[config.mk]
export PLATFORM = sky130hd
export DESIGN_NAME = cbf_ctrl
export DESIGN_NICKNAME = d
export VERILOG_FILES = /design/src/rtl/core/counting_bloom_filter_core_assert.svh /design/src/rtl/core/cbf_pkg.sv /design/src/rtl/core/cbf_ctrl.sv
export SDC_FILE = /design/constraint.sdc
export NUM_CORES = 1
export LEC_CHECK = 0
export BUFFER_PORTS_ARGS = -buffer_cell sky130_fd_sc_hd__buf_2
export CAP_MARGIN = 15
export CORE_MARGIN = 2
export CORE_UTILIZATION = 52
export DETAILED_ROUTE_END_ITERATION = 10
export PLACE_DENSITY = 0.82
export SETUP_SLACK_MARGIN = 0.2
export SYNTH_ARGS = -nofsm -noshare
export SYNTH_HDL_FRONTEND = slang
export SYNTH_SLANG_ARGS = --single-unit
[constraint.sdc]
create_clock -name clk -period 2.1 [get_ports clk]
set_input_delay 0 -clock clk [delete_from_list [all_inputs] [get_ports clk]]
set_output_delay 0 -clock clk [all_outputs]
set_load 0.05 [all_outputs]
[src/rtl/core/counting_bloom_filter_core_assert.svh]
// assertion helpers, sampled on clk and disabled during rst
`ifndef COUNTING_BLOOM_FILTER_CORE_ASSERT_SVH
`define COUNTING_BLOOM_FILTER_CORE_ASSERT_SVH

// same-cycle implication
`define CBF_ASSERT_SAME(lbl, ante, cons, msg) \
  lbl: assert property (@(posedge clk) disable iff (rst) (ante) |-> (cons)) else $error(msg);

// next-cycle implication
`define CBF_ASSERT_NEXT(lbl, ante, cons, msg) \
  lbl: assert property (@(posedge clk) disable iff (rst) (ante) |=> (cons)) else $error(msg);

`endif

[src/rtl/core/cbf_pkg.sv]
package cbf_pkg;

  localparam int TABLE_DEPTH_DEF = 4096;
  localparam int COUNTER_MAX_DEF = 15;
  localparam int MAX_HASHES_DEF  = 20;

  localparam logic [12:0] TS_RESET = 13'd4096;
  localparam logic [4:0]  NH_RESET = 5'd7;
  localparam int          TS_MIN   = 64;

  localparam logic [31:0] C1 = 32'hcc9e2d51;
  localparam logic [31:0] C2 = 32'h1b873593;
  localparam logic [31:0] C3 = 32'he6546b64;
  localparam logic [31:0] C4 = 32'h85ebca6b;
  localparam logic [31:0] C5 = 32'hc2b2ae35;

  localparam int MIX_STEPS = 6;
  localparam int DIG_BITS  = 4;
  localparam int NUM_DIGS  = 32 / DIG_BITS;

  typedef enum logic [1:0] {
    OP_ADD    = 2'd0,
    OP_REMOVE = 2'd1,
    OP_LOOKUP = 2'd2,
    OP_CLEAR  = 2'd3
  } op_t;

  typedef enum logic [2:0] {
    MIX_NONE,
    MIX_MUL1,
    MIX_MUL2,
    MIX_ROUND,
    MIX_MUL4,
    MIX_MUL5,
    MIX_FIN
  } mix_op_t;

  typedef struct packed {
    logic    load;
    mix_op_t mix_op;
    logic    seed_h1;
    logic    latch_h1;
    logic    latch_h2;
    logic    div_step;
    logic    pass_init;
    logic    mem_rd;
    logic    chk_step;
    logic    upd_step;
    logic    clr_step;
    logic    finish;
  } dp_cmd_t;

  typedef struct packed {
    op_t  op;
    logic div_last;
    logic idx_last;
    logic clr_last;
    logic fail;
  } dp_sts_t;

  function automatic logic [31:0] rotl32(input logic [31:0] x, input int r);
    return (x << r) | (x >> (32 - r));
  endfunction

endpackage

[src/rtl/core/cbf_ctrl.sv]
module cbf_ctrl import cbf_pkg::*; (
  input  logic       clk,
  input  logic       rst,
  input  logic       start,
  input  logic [1:0] cmd,
  input  dp_sts_t    sts,
  output dp_cmd_t    dcmd,
  output logic       busy
);

  typedef enum logic [3:0] {
    ST_INIT, ST_IDLE, ST_MIX, ST_DIV, ST_CHK_RD, ST_CHK,
    ST_UPD_RD, ST_UPD, ST_CLR, ST_FIN
  } state_t;

  localparam logic [3:0] MIX_LAST = 4'(2 * MIX_STEPS - 1);

  state_t     state, state_next;
  logic [3:0] mix_cnt;
  logic [2:0] stage;

  always_ff @(posedge clk) begin
    if (rst) begin
      state   <= ST_INIT;
      mix_cnt <= '0;
    end else begin
      state   <= state_next;
      mix_cnt <= (state == ST_MIX) ? mix_cnt + 4'd1 : 4'd0;
    end
  end

  assign busy  = (state != ST_IDLE);
  assign stage = (mix_cnt >= 4'(MIX_STEPS)) ? 3'(mix_cnt - 4'(MIX_STEPS)) : mix_cnt[2:0];

  always_comb begin
    dcmd       = '0;
    dcmd.mix_op = MIX_NONE;
    state_next = state;
    case (state)
      ST_INIT: begin
        dcmd.clr_step = 1'b1;
        if (sts.clr_last) state_next = ST_IDLE;
      end
      ST_IDLE: begin
        if (start) begin
          dcmd.load  = 1'b1;
          state_next = (op_t'(cmd) == OP_CLEAR) ? ST_CLR : ST_MIX;
        end
      end
      ST_MIX: begin
        case (stage)
          3'd0:    dcmd.mix_op = MIX_MUL1;
          3'd1:    dcmd.mix_op = MIX_MUL2;
          3'd2:    dcmd.mix_op = MIX_ROUND;
          3'd3:    dcmd.mix_op = MIX_MUL4;
          3'd4:    dcmd.mix_op = MIX_MUL5;
          3'd5:    dcmd.mix_op = MIX_FIN;
          default: dcmd.mix_op = MIX_NONE;
        endcase
        dcmd.seed_h1  = (mix_cnt >= 4'(MIX_STEPS));
        dcmd.latch_h1 = (mix_cnt == 4'(MIX_STEPS - 1));
        dcmd.latch_h2 = (mix_cnt == MIX_LAST);
        if (mix_cnt == MIX_LAST) state_next = ST_DIV;
      end
      ST_DIV: begin
        dcmd.div_step = 1'b1;
        if (sts.div_last && sts.idx_last) begin
          dcmd.pass_init = 1'b1;
          state_next = (sts.op == OP_ADD) ? ST_UPD_RD : ST_CHK_RD;
        end
      end
      ST_CHK_RD: begin
        dcmd.mem_rd = 1'b1;
        state_next  = ST_CHK;
      end
      ST_CHK: begin
        dcmd.chk_step = 1'b1;
        if (sts.idx_last) begin
          if (sts.op == OP_REMOVE && !sts.fail) begin
            dcmd.pass_init = 1'b1;
            state_next = ST_UPD_RD;
          end else begin
            state_next = ST_FIN;
          end
        end else begin
          state_next = ST_CHK_RD;
        end
      end
      ST_UPD_RD: begin
        dcmd.mem_rd = 1'b1;
        state_next  = ST_UPD;
      end
      ST_UPD: begin
        dcmd.upd_step = 1'b1;
        state_next = sts.idx_last ? ST_FIN : ST_UPD_RD;
      end
      ST_CLR: begin
        dcmd.clr_step = 1'b1;
        if (sts.clr_last) state_next = ST_FIN;
      end
      ST_FIN: begin
        dcmd.finish = 1'b1;
        state_next  = ST_IDLE;
      end
      default: state_next = ST_INIT;
    endcase
  end

endmodule

==> impl_metrics.yaml, run 1 <==
pwr:
  internal_power_mw: 0.393
  pwr_density_cell_mw_per_mm2: 806
  peakVddDrop_v: 0.000566
  p_switching_mw: 0.378
  combPwrFrac_pct: 53.2
  fin_total_pwr_mw: 0.771
  p_leak_nw: 0.374
  p_seq_share_pct: 32.1
  power_frac_clock_pct: 14.6
  swShare_pct: 49.0
drt:
  routed_wirelength_um: 1870
  wire_per_inst_um: 14.0
  drt_iter0_markers: 20
  ant_nets: 0
  route.detailed.drc: 0
  vias: 803
  drt_pre_antenna_iters: 4
  vias_per_cell: 5.99
clock_tree:
  cts_setup_buffers: 0
  cts.sinks: 8
  tritoncts: "yes"
  clk_latency_ns: 0.25
  cts_root_buf: "clkbuf_4"
  numCtsBuffers: 3
  max-clock-path-buffers: 2
  h-tree-depth: 1
  clk_pin_slew_ns: 0.05
critical_path:
  rr_startpoint: "mix_cnt[1]"
  path_cells: "inv_1 > ha_1 > a21oi_1 > o21ai_0 > xnor2_1 > nor2_1 > buf_2"
  rr_worst_depth: 5
  worstPathArrival_ns: 1.79
  worstPathRequired_ns: 2.10
  endpoint: "dcmd[11]"
  startpoint: "mix_cnt[0]"
  path_max_fanout: 8
  worstSetupPathType: "flip-flop to primary output"
  r2r_slack_ns: 0.45
  slowest_stage: "dfxtp_2"
  start_kind: "flip-flop"
  endpoint_kind: "primary output"
  r2r-end: "state[1]"
  max_stage_delay_ns: 0.41
logic_synthesis:
  synth_edf_count: 0
  async_flop_share_pct: 0
  avgSynthCellArea_um2: 8.09
  synth_mux_area_share_pct: 0
  ys_types: 38
  synth_top_family_by_area: "simple AND/OR/NAND/NOR gates"
  netlist_area_um2: 768
  yosysSeqAreaShare_pct: 20.8
  yosysTopAreaCellShare_pct: 20.8
  synth-simple-area-share_pct: 38.8
  synthAdderAreaFrac_pct: 6.51
  synth_xor_xnor_area_share_pct: 3.42
  syn_nets: 110
  yosysWarnings: 0
  synth-seq-cells: 8
  ys_top_cells_by_area: "dfxtp_1, ha_1, nor2_1, a21oi_1, o21ai_0"
  synth_common_cells: "nor2_1, dfxtp_1, nand2_1"
  synth_most_common_cell: "nor2_1"
  synth_cells: 95
  synthFlopType: "dfxtp_1"
  synth_compound_area_share_pct: 24.3
  synth_top_cell_by_area: "dfxtp_1"
floorplanning:
  dieArea_mm2: 0.00180
  core_mm2: 0.00133
  initial_core_util_pct: 57.6
  io_pins: 26
  die_width_um: 42.4
  rows: 13
  die_y_um: 42.4
cells_and_area:
  syn2layout_area_growth_pct: 24.4
  diodes: 0
  nNetsFinal: 136
  stdcell_count: 134
  n_fill_cell: 106
  multi_input_area_um2: 596
  drive_gt1_share_pct: 37.8
  regArea_um2: 165
timing:
  worst_pin_slew_ns: 0.426
  hold_slack_ns: 0.112
  hold_viol: 0
  tns_ns: 0
  maxSlewHeadroom_pct: 71.6
  finalCriticalPeriod_ns: 1.79
  rsz0062_at_grt: "true"
  skew_ns: 0.00678
  final-setup-viol-count: 0
  post-route-period-util_pct: 85.2
  fin_ws_ns: 0.311
  max_freq_mhz: 559
  slew_violations: 0
global_route:
  overflow: 0
  grt_pass1_wl_um: 3130
  antenna_found_initial: 0
  grt_pass1_vias: 718
  grt_max_degree: 17
  globalRouteTotalUtil_pct: 21.8
outcome:
  status: "completed"
placement:
  numPortBuffers: 25
  place_hpwl_um: 1390
  dp.cells: 130
  dpl_worst_slack_ns: 0.417
  place_congestion: 0.777
flow_run:
  drv_cap: 0
worst_hold_path:
  hp-start: "sts[0]"
  hp-class: "input pin to flip-flop"
power by group through the flow:
stage	sequential, mW	clock [mW]	combinational, mW
after floorplan	0.194	0	0.374
after global placement	0.237	0	0.395
after detailed placement	0.242	0	0.402
after CTS	0.240	0.119	0.405
after global routing	0.255	0.124	0.441
final	0.248	0.113	0.410
worst min-delay path by stage:
stage               end  slack, ns  depth (start not counted)
2_1_floorplan  state[3]       0.06                          1
3_3_place_gp   state[3]       0.23                          2
3_5_place_dp   state[3]       0.24                          2
4_1_cts        state[2]       0.12                          4
5_1_grt        state[2]       0.15                          4
6_report       state[2]       0.11                          4
worst max-delay path, delay by kind of cell (launching register included):
| kind | cells | cell delay [ns] |
|---|---|---|
| AND/OR/NAND/NOR | 1 | 0.07 |
| adder cells (fa/ha/maj) | 1 | 0.23 |
| buffers and inverters | 2 | 0.35 |
| AO/OA/AOI/OAI | 2 | 0.33 |
| flip-flops | 1 | 0.41 |
| XOR/XNOR | 1 | 0.15 |
metrics by stage:
| stage | instance area, um2 | util (%) |
|---|---|---|
| 2_1_floorplan | 790 | - |
| 4_1_cts | 938 | 70.4 |
| 3_5_place_dp | 905 | 67.8 |
| 5_1_grt | 956 | 71.7 |
| 3_3_place_gp | 905 | 67.8 |
| 6_report | 956 | 71.7 |
layer usage:
| layer | vias up | GRT usage [%] | part of all wire (%) |
|---|---|---|---|
| li1 | 399 | - | - |
| met1 | 375 | 28.8 | 43 |
| met2 | 29 | 38.2 | 50 |
| met3 | 0 | 3.88 | 6.7 |
| met4 | 0 | 1.88 | 0 |
| met5 | - | 0 | 0 |
kinds of logic after synthesis:
| group | count (synthesis) |
|---|---|
| simple gates | 46 |
| compound gates | 24 |
| buf+inv | 10 |
| flops | 8 |
| fa+ha+maj | 4 |
| xor+xnor | 3 |
layout by cell type, fill, tap and decap left out, types with 2 or more instances in the layout:
| cell | instances |
|---|---|
| ha_1 | 4 |
| nor2b_1 | 4 |
| inv_1 | 5 |
| o21ai_0 | 6 |
| nand2_1 | 7 |
| a21oi_1 | 6 |
| xnor2_1 | 3 |
| nand2b_1 | 2 |
| dfxtp_2 | 4 |
| clkbuf_4 | 3 |
| nor3_2 | 3 |
| buf_2 | 25 |
| a22oi_1 | 2 |
| a211oi_1 | 2 |
| nor2_1 | 12 |
| nor3_1 | 2 |
| dfxtp_1 | 4 |
flip-flops by register name, indices dropped and copies added (netlist names):
signal	flops
mix_cnt	4
state	4
area by class of cell:
cell class,instances,area share [%]
Clock buffer,3,2.36
Multi-Input combinational cell,77,62.3
Tap cell,15,1.96
Timing Repair Buffer,26,14.1
Sequential cell,8,17.3
Inverter,5,1.96
repair_timing:
item,4_1_cts,5_1_grt
gates resized for setup,1,5
endpoints found under the hold margin,1,0
hold buffers,1,0
endpoints found under the setup margin,2,5
(Power assumes the default switching activity.)
==> run 2, diff against run 1 <==
--- a/config.mk
+++ b/config.mk
@@ -5,11 +5,14 @@
 export SDC_FILE = /design/constraint.sdc
 export NUM_CORES = 1
 export LEC_CHECK = 0
+export ABC_AREA = 1
 export BUFFER_PORTS_ARGS = -buffer_cell sky130_fd_sc_hd__buf_2
 export CAP_MARGIN = 15
 export CORE_MARGIN = 2
-export CORE_UTILIZATION = 52
+export CORE_UTILIZATION = 51
+export CTS_CLUSTER_DIAMETER = 60
 export DETAILED_ROUTE_END_ITERATION = 10
+export MAX_ROUTING_LAYER = met4
 export PLACE_DENSITY = 0.82
 export SETUP_SLACK_MARGIN = 0.2
 export SYNTH_ARGS = -nofsm -noshare
==> run 2 against run 1 <==
Cell count increased by 25%. Global-route usage decreased by 0.053 points. Via count increased by 8.7%. Area after synthesis decreased by 6.2%. Fmax increased by 2.3%. Final area decreased by 4.7%. Die area decreased by 3.9%. Sequential share of layout area increased by 0.44 points. Routed wire length decreased by 4.1%. Critical path depth increased by 1. Worst setup slack improved by 0.039 ns.
==> impl_metrics.yaml, run 2 <==
cells_and_area:
  diodes: 0
  drive_gt1_share_pct: 30.3
  final_common_cell: "nand2_1"
  reg_top3: "mix_cnt x4, state x4"
  syn2layout_area_growth_pct: 26.4
  stdcell_count: 167
  final_cell_mix: "nand2_1, buf_2, nor2_1, inv_1, nand3_1"
  nNetsFinal: 169
logic_synthesis:
  synth_cells: 123
  synth_most_common_cell: "nand2_1"
  yosysWarnings: 0
  yosysSeqAreaShare_pct: 22.2
  netlist_area_um2: 721
  yosysTopAreaCellShare_pct: 22.2
  syn_nets: 138
  synth-seq-cells: 8
  avgSynthCellArea_um2: 5.86
  async_flop_share_pct: 0
  synth_top_cell_by_area: "dfxtp_1"
  synthFlopType: "dfxtp_1"
  ys_types: 20
  synth_edf_count: 0
  ys_top_cells_by_area: "dfxtp_1, nand2_1, nor2_1, inv_1, nand3_1"
  synth_common_cells: "nand2_1, nor2_1, inv_1"
clock_tree:
  cts_root_buf: "clkbuf_4"
  numCtsBuffers: 3
  cts.sinks: 8
  clk_pin_slew_ns: 0.05
  tritoncts: "yes"
  max-clock-path-buffers: 2
  clk_latency_ns: 0.26
  h-tree-depth: 1
critical_path:
  worstPathArrival_ns: 1.75
  worstPathRequired_ns: 2.10
  path_max_fanout: 8
  start_kind: "flip-flop"
  endpoint_kind: "primary output"
  worstSetupPathType: "flip-flop to primary output"
floorplanning:
  core_mm2: 0.00132
  initial_core_util_pct: 54.7
  die_y_um: 41.6
  io_pins: 26
  rows: 13
  dieArea_mm2: 0.00173
  die_width_um: 41.6
pwr:
  pwr_density_cell_mw_per_mm2: 961
  peakVddDrop_v: 0.000570
  p_leak_nw: 0.474
drt:
  vias: 873
  ant_nets: 0
  route.detailed.drc: 0
  vias_per_cell: 5.23
  routed_wirelength_um: 1800
  wire_per_inst_um: 10.7
  drt_pre_antenna_iters: 4
  drt_iter0_markers: 32
timing:
  post-route-period-util_pct: 83.3
  worst_pin_slew_ns: 0.302
  max_freq_mhz: 572
  maxSlewHeadroom_pct: 79.8
  hold_viol: 0
  finalCriticalPeriod_ns: 1.75
  skew_ns: 0.00632
  final-setup-viol-count: 0
  slew_violations: 0
  tns_ns: 0
  rsz0062_at_grt: "false"
placement:
  place_congestion: 0.829
  place_hpwl_um: 1480
  dp.cells: 163
  numPortBuffers: 25
global_route:
  grt_pass1_wl_um: 2950
  globalRouteTotalUtil_pct: 21.7
  met1_usage_pct: 26.4
  grt.met3_usage_pct: 5.22
  grt_max_degree: 9
  top_usage_layer: "met2"
  antenna_found_initial: 0
  overflow: 0
  grt_pass1_vias: 753
  met2_usage_pct: 36.9
outcome:
  status: "completed"
worst_hold_path:
  hp-class: "input pin to flip-flop"
flow_run:
  drv_cap: 0
run 2: path summary, 6_finish.rpt:
kind	end	from	slack, ns	depth (start not counted)
setup / recovery	dcmd[11]	mix_cnt[0]	0.35	8
hold reg to reg	mix_cnt[0]	mix_cnt[0]	0.49	1
hold / removal	state[3]	sts[1]	0.04	4
setup reg to reg	state[1]	state[0]	0.77	7
run 2: critical path, cell delays in order (launching register included):
cell and delay (ns):
dfxtp_2 0.39, inv_1 0.07, ha_1 0.19, nand3b_1 0.19, nand3_1 0.08, o21ai_0 0.10
nand2_1 0.09, nor3b_2 0.15, clkbuf_4 0.24
run 2: kinds of logic after synthesis:
kind of cell / synth area share [%]
AOI/OAI and AO/OA: 6.77
xor gates and xnor gates: 1.22
and+or+nand+nor: 51.9
adders and majority gates: 6.94
DFF: 22.2
buffers and inverters: 10.9
run 2: metrics by stage:
stage	worst slack (ns)	power, mW	hold WS [ns]	util, %	instance area, um2
after floorplan	0.196	0.643	0.0691	-	731
final	0.350	0.876	0.0442	69.1	911
after global placement	0.584	0.744	0.233	66.4	875
after detailed placement	0.512	0.758	0.233	66.4	875
after CTS	0.222	0.875	0.0483	68.9	907
after global routing	0.210	0.941	0.0930	69.1	911
run 2: power breakdown:
part	internal (mW)	switching, mW
clock	0.0652	0.0495
combinational	0.149	0.383
sequential	0.178	0.0512
total	0.392	0.483
run 2: routing by layer:
layer / up-vias / share of wire (%)
met2: 39 / 48
met1: 389 / 44
li1: 445 / -
met4: 0 / 0
met5: - / 0
met3: 0 / 7.3
run 2: final cells by class:
type / instances / area [um2]
fillers: 135 / 407
well taps: 15 / 18.8
multi-input cells: 94 / 492
repair buffers: 26 / 138
clock buffers: 3 / 22.5
inverters: 21 / 78.8
flip-flops and latches: 8 / 161
run 2: timing repair:
item / in CTS / in global routing
endpoints found under the hold margin: 4 / 0
gates resized for setup: 0 / 2
hold buffers: 1 / 0
buffers inserted: 0 / 0
endpoints found under the setup margin: 0 / 2
==> run 3, diff against run 2 <==
--- a/config.mk
+++ b/config.mk
@@ -9,11 +9,11 @@
 export BUFFER_PORTS_ARGS = -buffer_cell sky130_fd_sc_hd__buf_2
 export CAP_MARGIN = 15
 export CORE_MARGIN = 2
-export CORE_UTILIZATION = 51
+export CORE_UTILIZATION = 48
 export CTS_CLUSTER_DIAMETER = 60
 export DETAILED_ROUTE_END_ITERATION = 10
 export MAX_ROUTING_LAYER = met4
-export PLACE_DENSITY = 0.82
+export PLACE_DENSITY = 0.78
 export SETUP_SLACK_MARGIN = 0.2
 export SYNTH_ARGS = -nofsm -noshare
 export SYNTH_HDL_FRONTEND = slang
==> constraint.sdc (replaced) <==
create_clock -name clk -period 1.8 [get_ports clk]
set_input_delay 0 -clock clk [delete_from_list [all_inputs] [get_ports clk]]
set_output_delay 0 -clock clk [all_outputs]
set_load 0.05 [all_outputs]
==> run 3 against run 2 <==
Sequential share of layout area is 0.88 points lower. Routed wire length decreased by 10%. Power up 20%. Critical path type unchanged. Critical path depth unchanged. Combinational power is 28% higher. Worst setup slack worse by 0.11 ns. Flip-flop and latch count stayed put. Clock-buffer cell count is the same.
==> impl_metrics.yaml, run 3 (synthesis results as in run 2) <==
timing:
  worst_pin_slew_ns: 0.258
  max_freq_mhz: 641
  skew_ns: 0.000714
  maxSlewHeadroom_pct: 82.8
  finalCriticalPeriod_ns: 1.56
  slew_violations: 0
  final-setup-viol-count: 0
  rsz0062_at_grt: "true"
  hold_viol: 0
  tns_ns: 0
  post-route-period-util_pct: 86.7
critical_path:
  path_max_fanout: 3
  slowest_stage: "dfxtp_2"
  max_stage_delay_ns: 0.32
  path_cells: "inv_1 > ha_1 > nand3b_1 > nand3_1 > o21ai_2 > nand2_2 > nor3b_4 > buf_6"
  worstSetupPathType: "flip-flop to primary output"
  rr_startpoint: "mix_cnt[0]"
  endpoint_kind: "primary output"
  start_kind: "flip-flop"
  worstPathRequired_ns: 1.80
  worstPathArrival_ns: 1.56
  r2r_slack_ns: 0.45
  r2r-end: "state[0]"
  rr_worst_depth: 8
drt:
  vias: 835
  drt_iter0_markers: 24
  ant_nets: 0
  routed_wirelength_um: 1610
  drt_pre_antenna_iters: 4
  vias_per_cell: 4.94
  route.detailed.drc: 0
  wire_per_inst_um: 9.55
cells_and_area:
  final_common_cell: "nand2_1"
  drive_gt1_share_pct: 35.7
  n_fill_cell: 127
  syn2layout_area_growth_pct: 34.0
  reg_top3: "mix_cnt x4, state x4"
  final_cell_mix: "nand2_1, buf_2, nor2_1, inv_1, nand3_1"
  diodes: 0
  nNetsFinal: 171
outcome:
  status: "completed"
floorplanning:
  die_width_um: 42.8
  die_y_um: 42.8
  initial_core_util_pct: 53.4
  core_mm2: 0.00135
  io_pins: 26
  dieArea_mm2: 0.00183
  rows: 13
global_route:
  grt_max_degree: 8
  globalRouteTotalUtil_pct: 18.3
  antenna_found_initial: 0
  overflow: 0
  grt_pass1_wl_um: 2560
  grt_pass1_vias: 655
worst_hold_path:
  min_path_cells: 4
  min_to: "state[3]"
  hp-start: "sts[1]"
  hp-class: "input pin to flip-flop"
pwr:
  fin_total_pwr_mw: 1.05
  peakVddDrop_v: 0.000766
  p_leak_nw: 0.489
  pwr_density_cell_mw_per_mm2: 1090
clock_tree:
  clk_pin_slew_ns: 0.05
  cts_root_buf: "clkbuf_4"
  tritoncts: "yes"
  clk_latency_ns: 0.25
  h-tree-depth: 1
  max-clock-path-buffers: 2
  cts.sinks: 8
  numCtsBuffers: 3
  cts_setup_buffers: 0
placement:
  place_hpwl_um: 1340
  numPortBuffers: 25
  place_congestion: 0.840
flow_run:
  drv_cap: 0
[run 3: changes by cell type in the layout (fill, tap and decap cells not counted), sizes merged]
cell / previous run / this run
buf: 24 / 26
[run 3: final cells by class]
cell class / count / area, um2 / share of cell area [%]
inverters: 21 / 78.8 / 8.16
well taps: 15 / 18.8 / 1.94
clock buffers: 3 / 22.5 / 2.33
repair buffers: 28 / 168 / 17.4
flip-flops and latches: 8 / 163 / 16.8
multi-input cells: 94 / 515 / 53.4
[run 3: how the worst max path moves through the flow]
stage / startpoint / endpoint / slack (ns) / cells after the start
floorplan: state[1] / dcmd[5] / -0.10 / 4
global placement: mix_cnt[0] / dcmd[11] / 0.40 / 8
detailed placement: mix_cnt[0] / dcmd[11] / 0.36 / 8
CTS: mix_cnt[0] / dcmd[11] / 0.19 / 7
global route: mix_cnt[0] / dcmd[11] / 0.18 / 8
finish: mix_cnt[0] / dcmd[11] / 0.24 / 8
[run 3: repair_timing]
| item | 4_1_cts | 5_1_grt |
|---|---|---|
| endpoints found under the hold margin | 4 | 0 |
| resized for setup | 4 | 9 |
| hold buffers | 1 | 0 |
| endpoints found under the setup margin | 2 | 5 |
| pin swaps | 1 | 1 |
[run 3: power breakdown]
| part | switching [mW] | internal, mW |
|---|---|---|
| combinational | 0.480 | 0.200 |
| clock | 0.0569 | 0.0760 |
| sequential | 0.0319 | 0.209 |
| total | 0.569 | 0.486 |
[run 3: critical path: cells and delay by family, from the launching register on]
family	cells	cell delay, ns
fa+ha+maj	1	0.17
flops	1	0.32
compound gates	1	0.07
buf+inv	2	0.22
simple gates	4	0.53
[run 3: routing by layer]
layer	GRT usage (%)	vias to the layer above	routed length [um]
met4	5.63	0	16
met3	3.83	5	102
met5	-	-	0
met2	26.1	25	676
met1	25.6	351	818
li1	-	454	-
[run 3: through the flow]
stage                     instances  hold WS (ns)  area (um2)  util [%]  setup slack (ns)
after global routing            169        0.0646         966      71.5             0.175
after floorplan                 123        0.0691         746         -            -0.104
after CTS                       169        0.0447         946      70.1             0.185
final                           169        0.0493         966      71.5             0.240
after detailed placement        165         0.229         905      67.0             0.361
after global placement          165         0.230         905      67.0             0.396
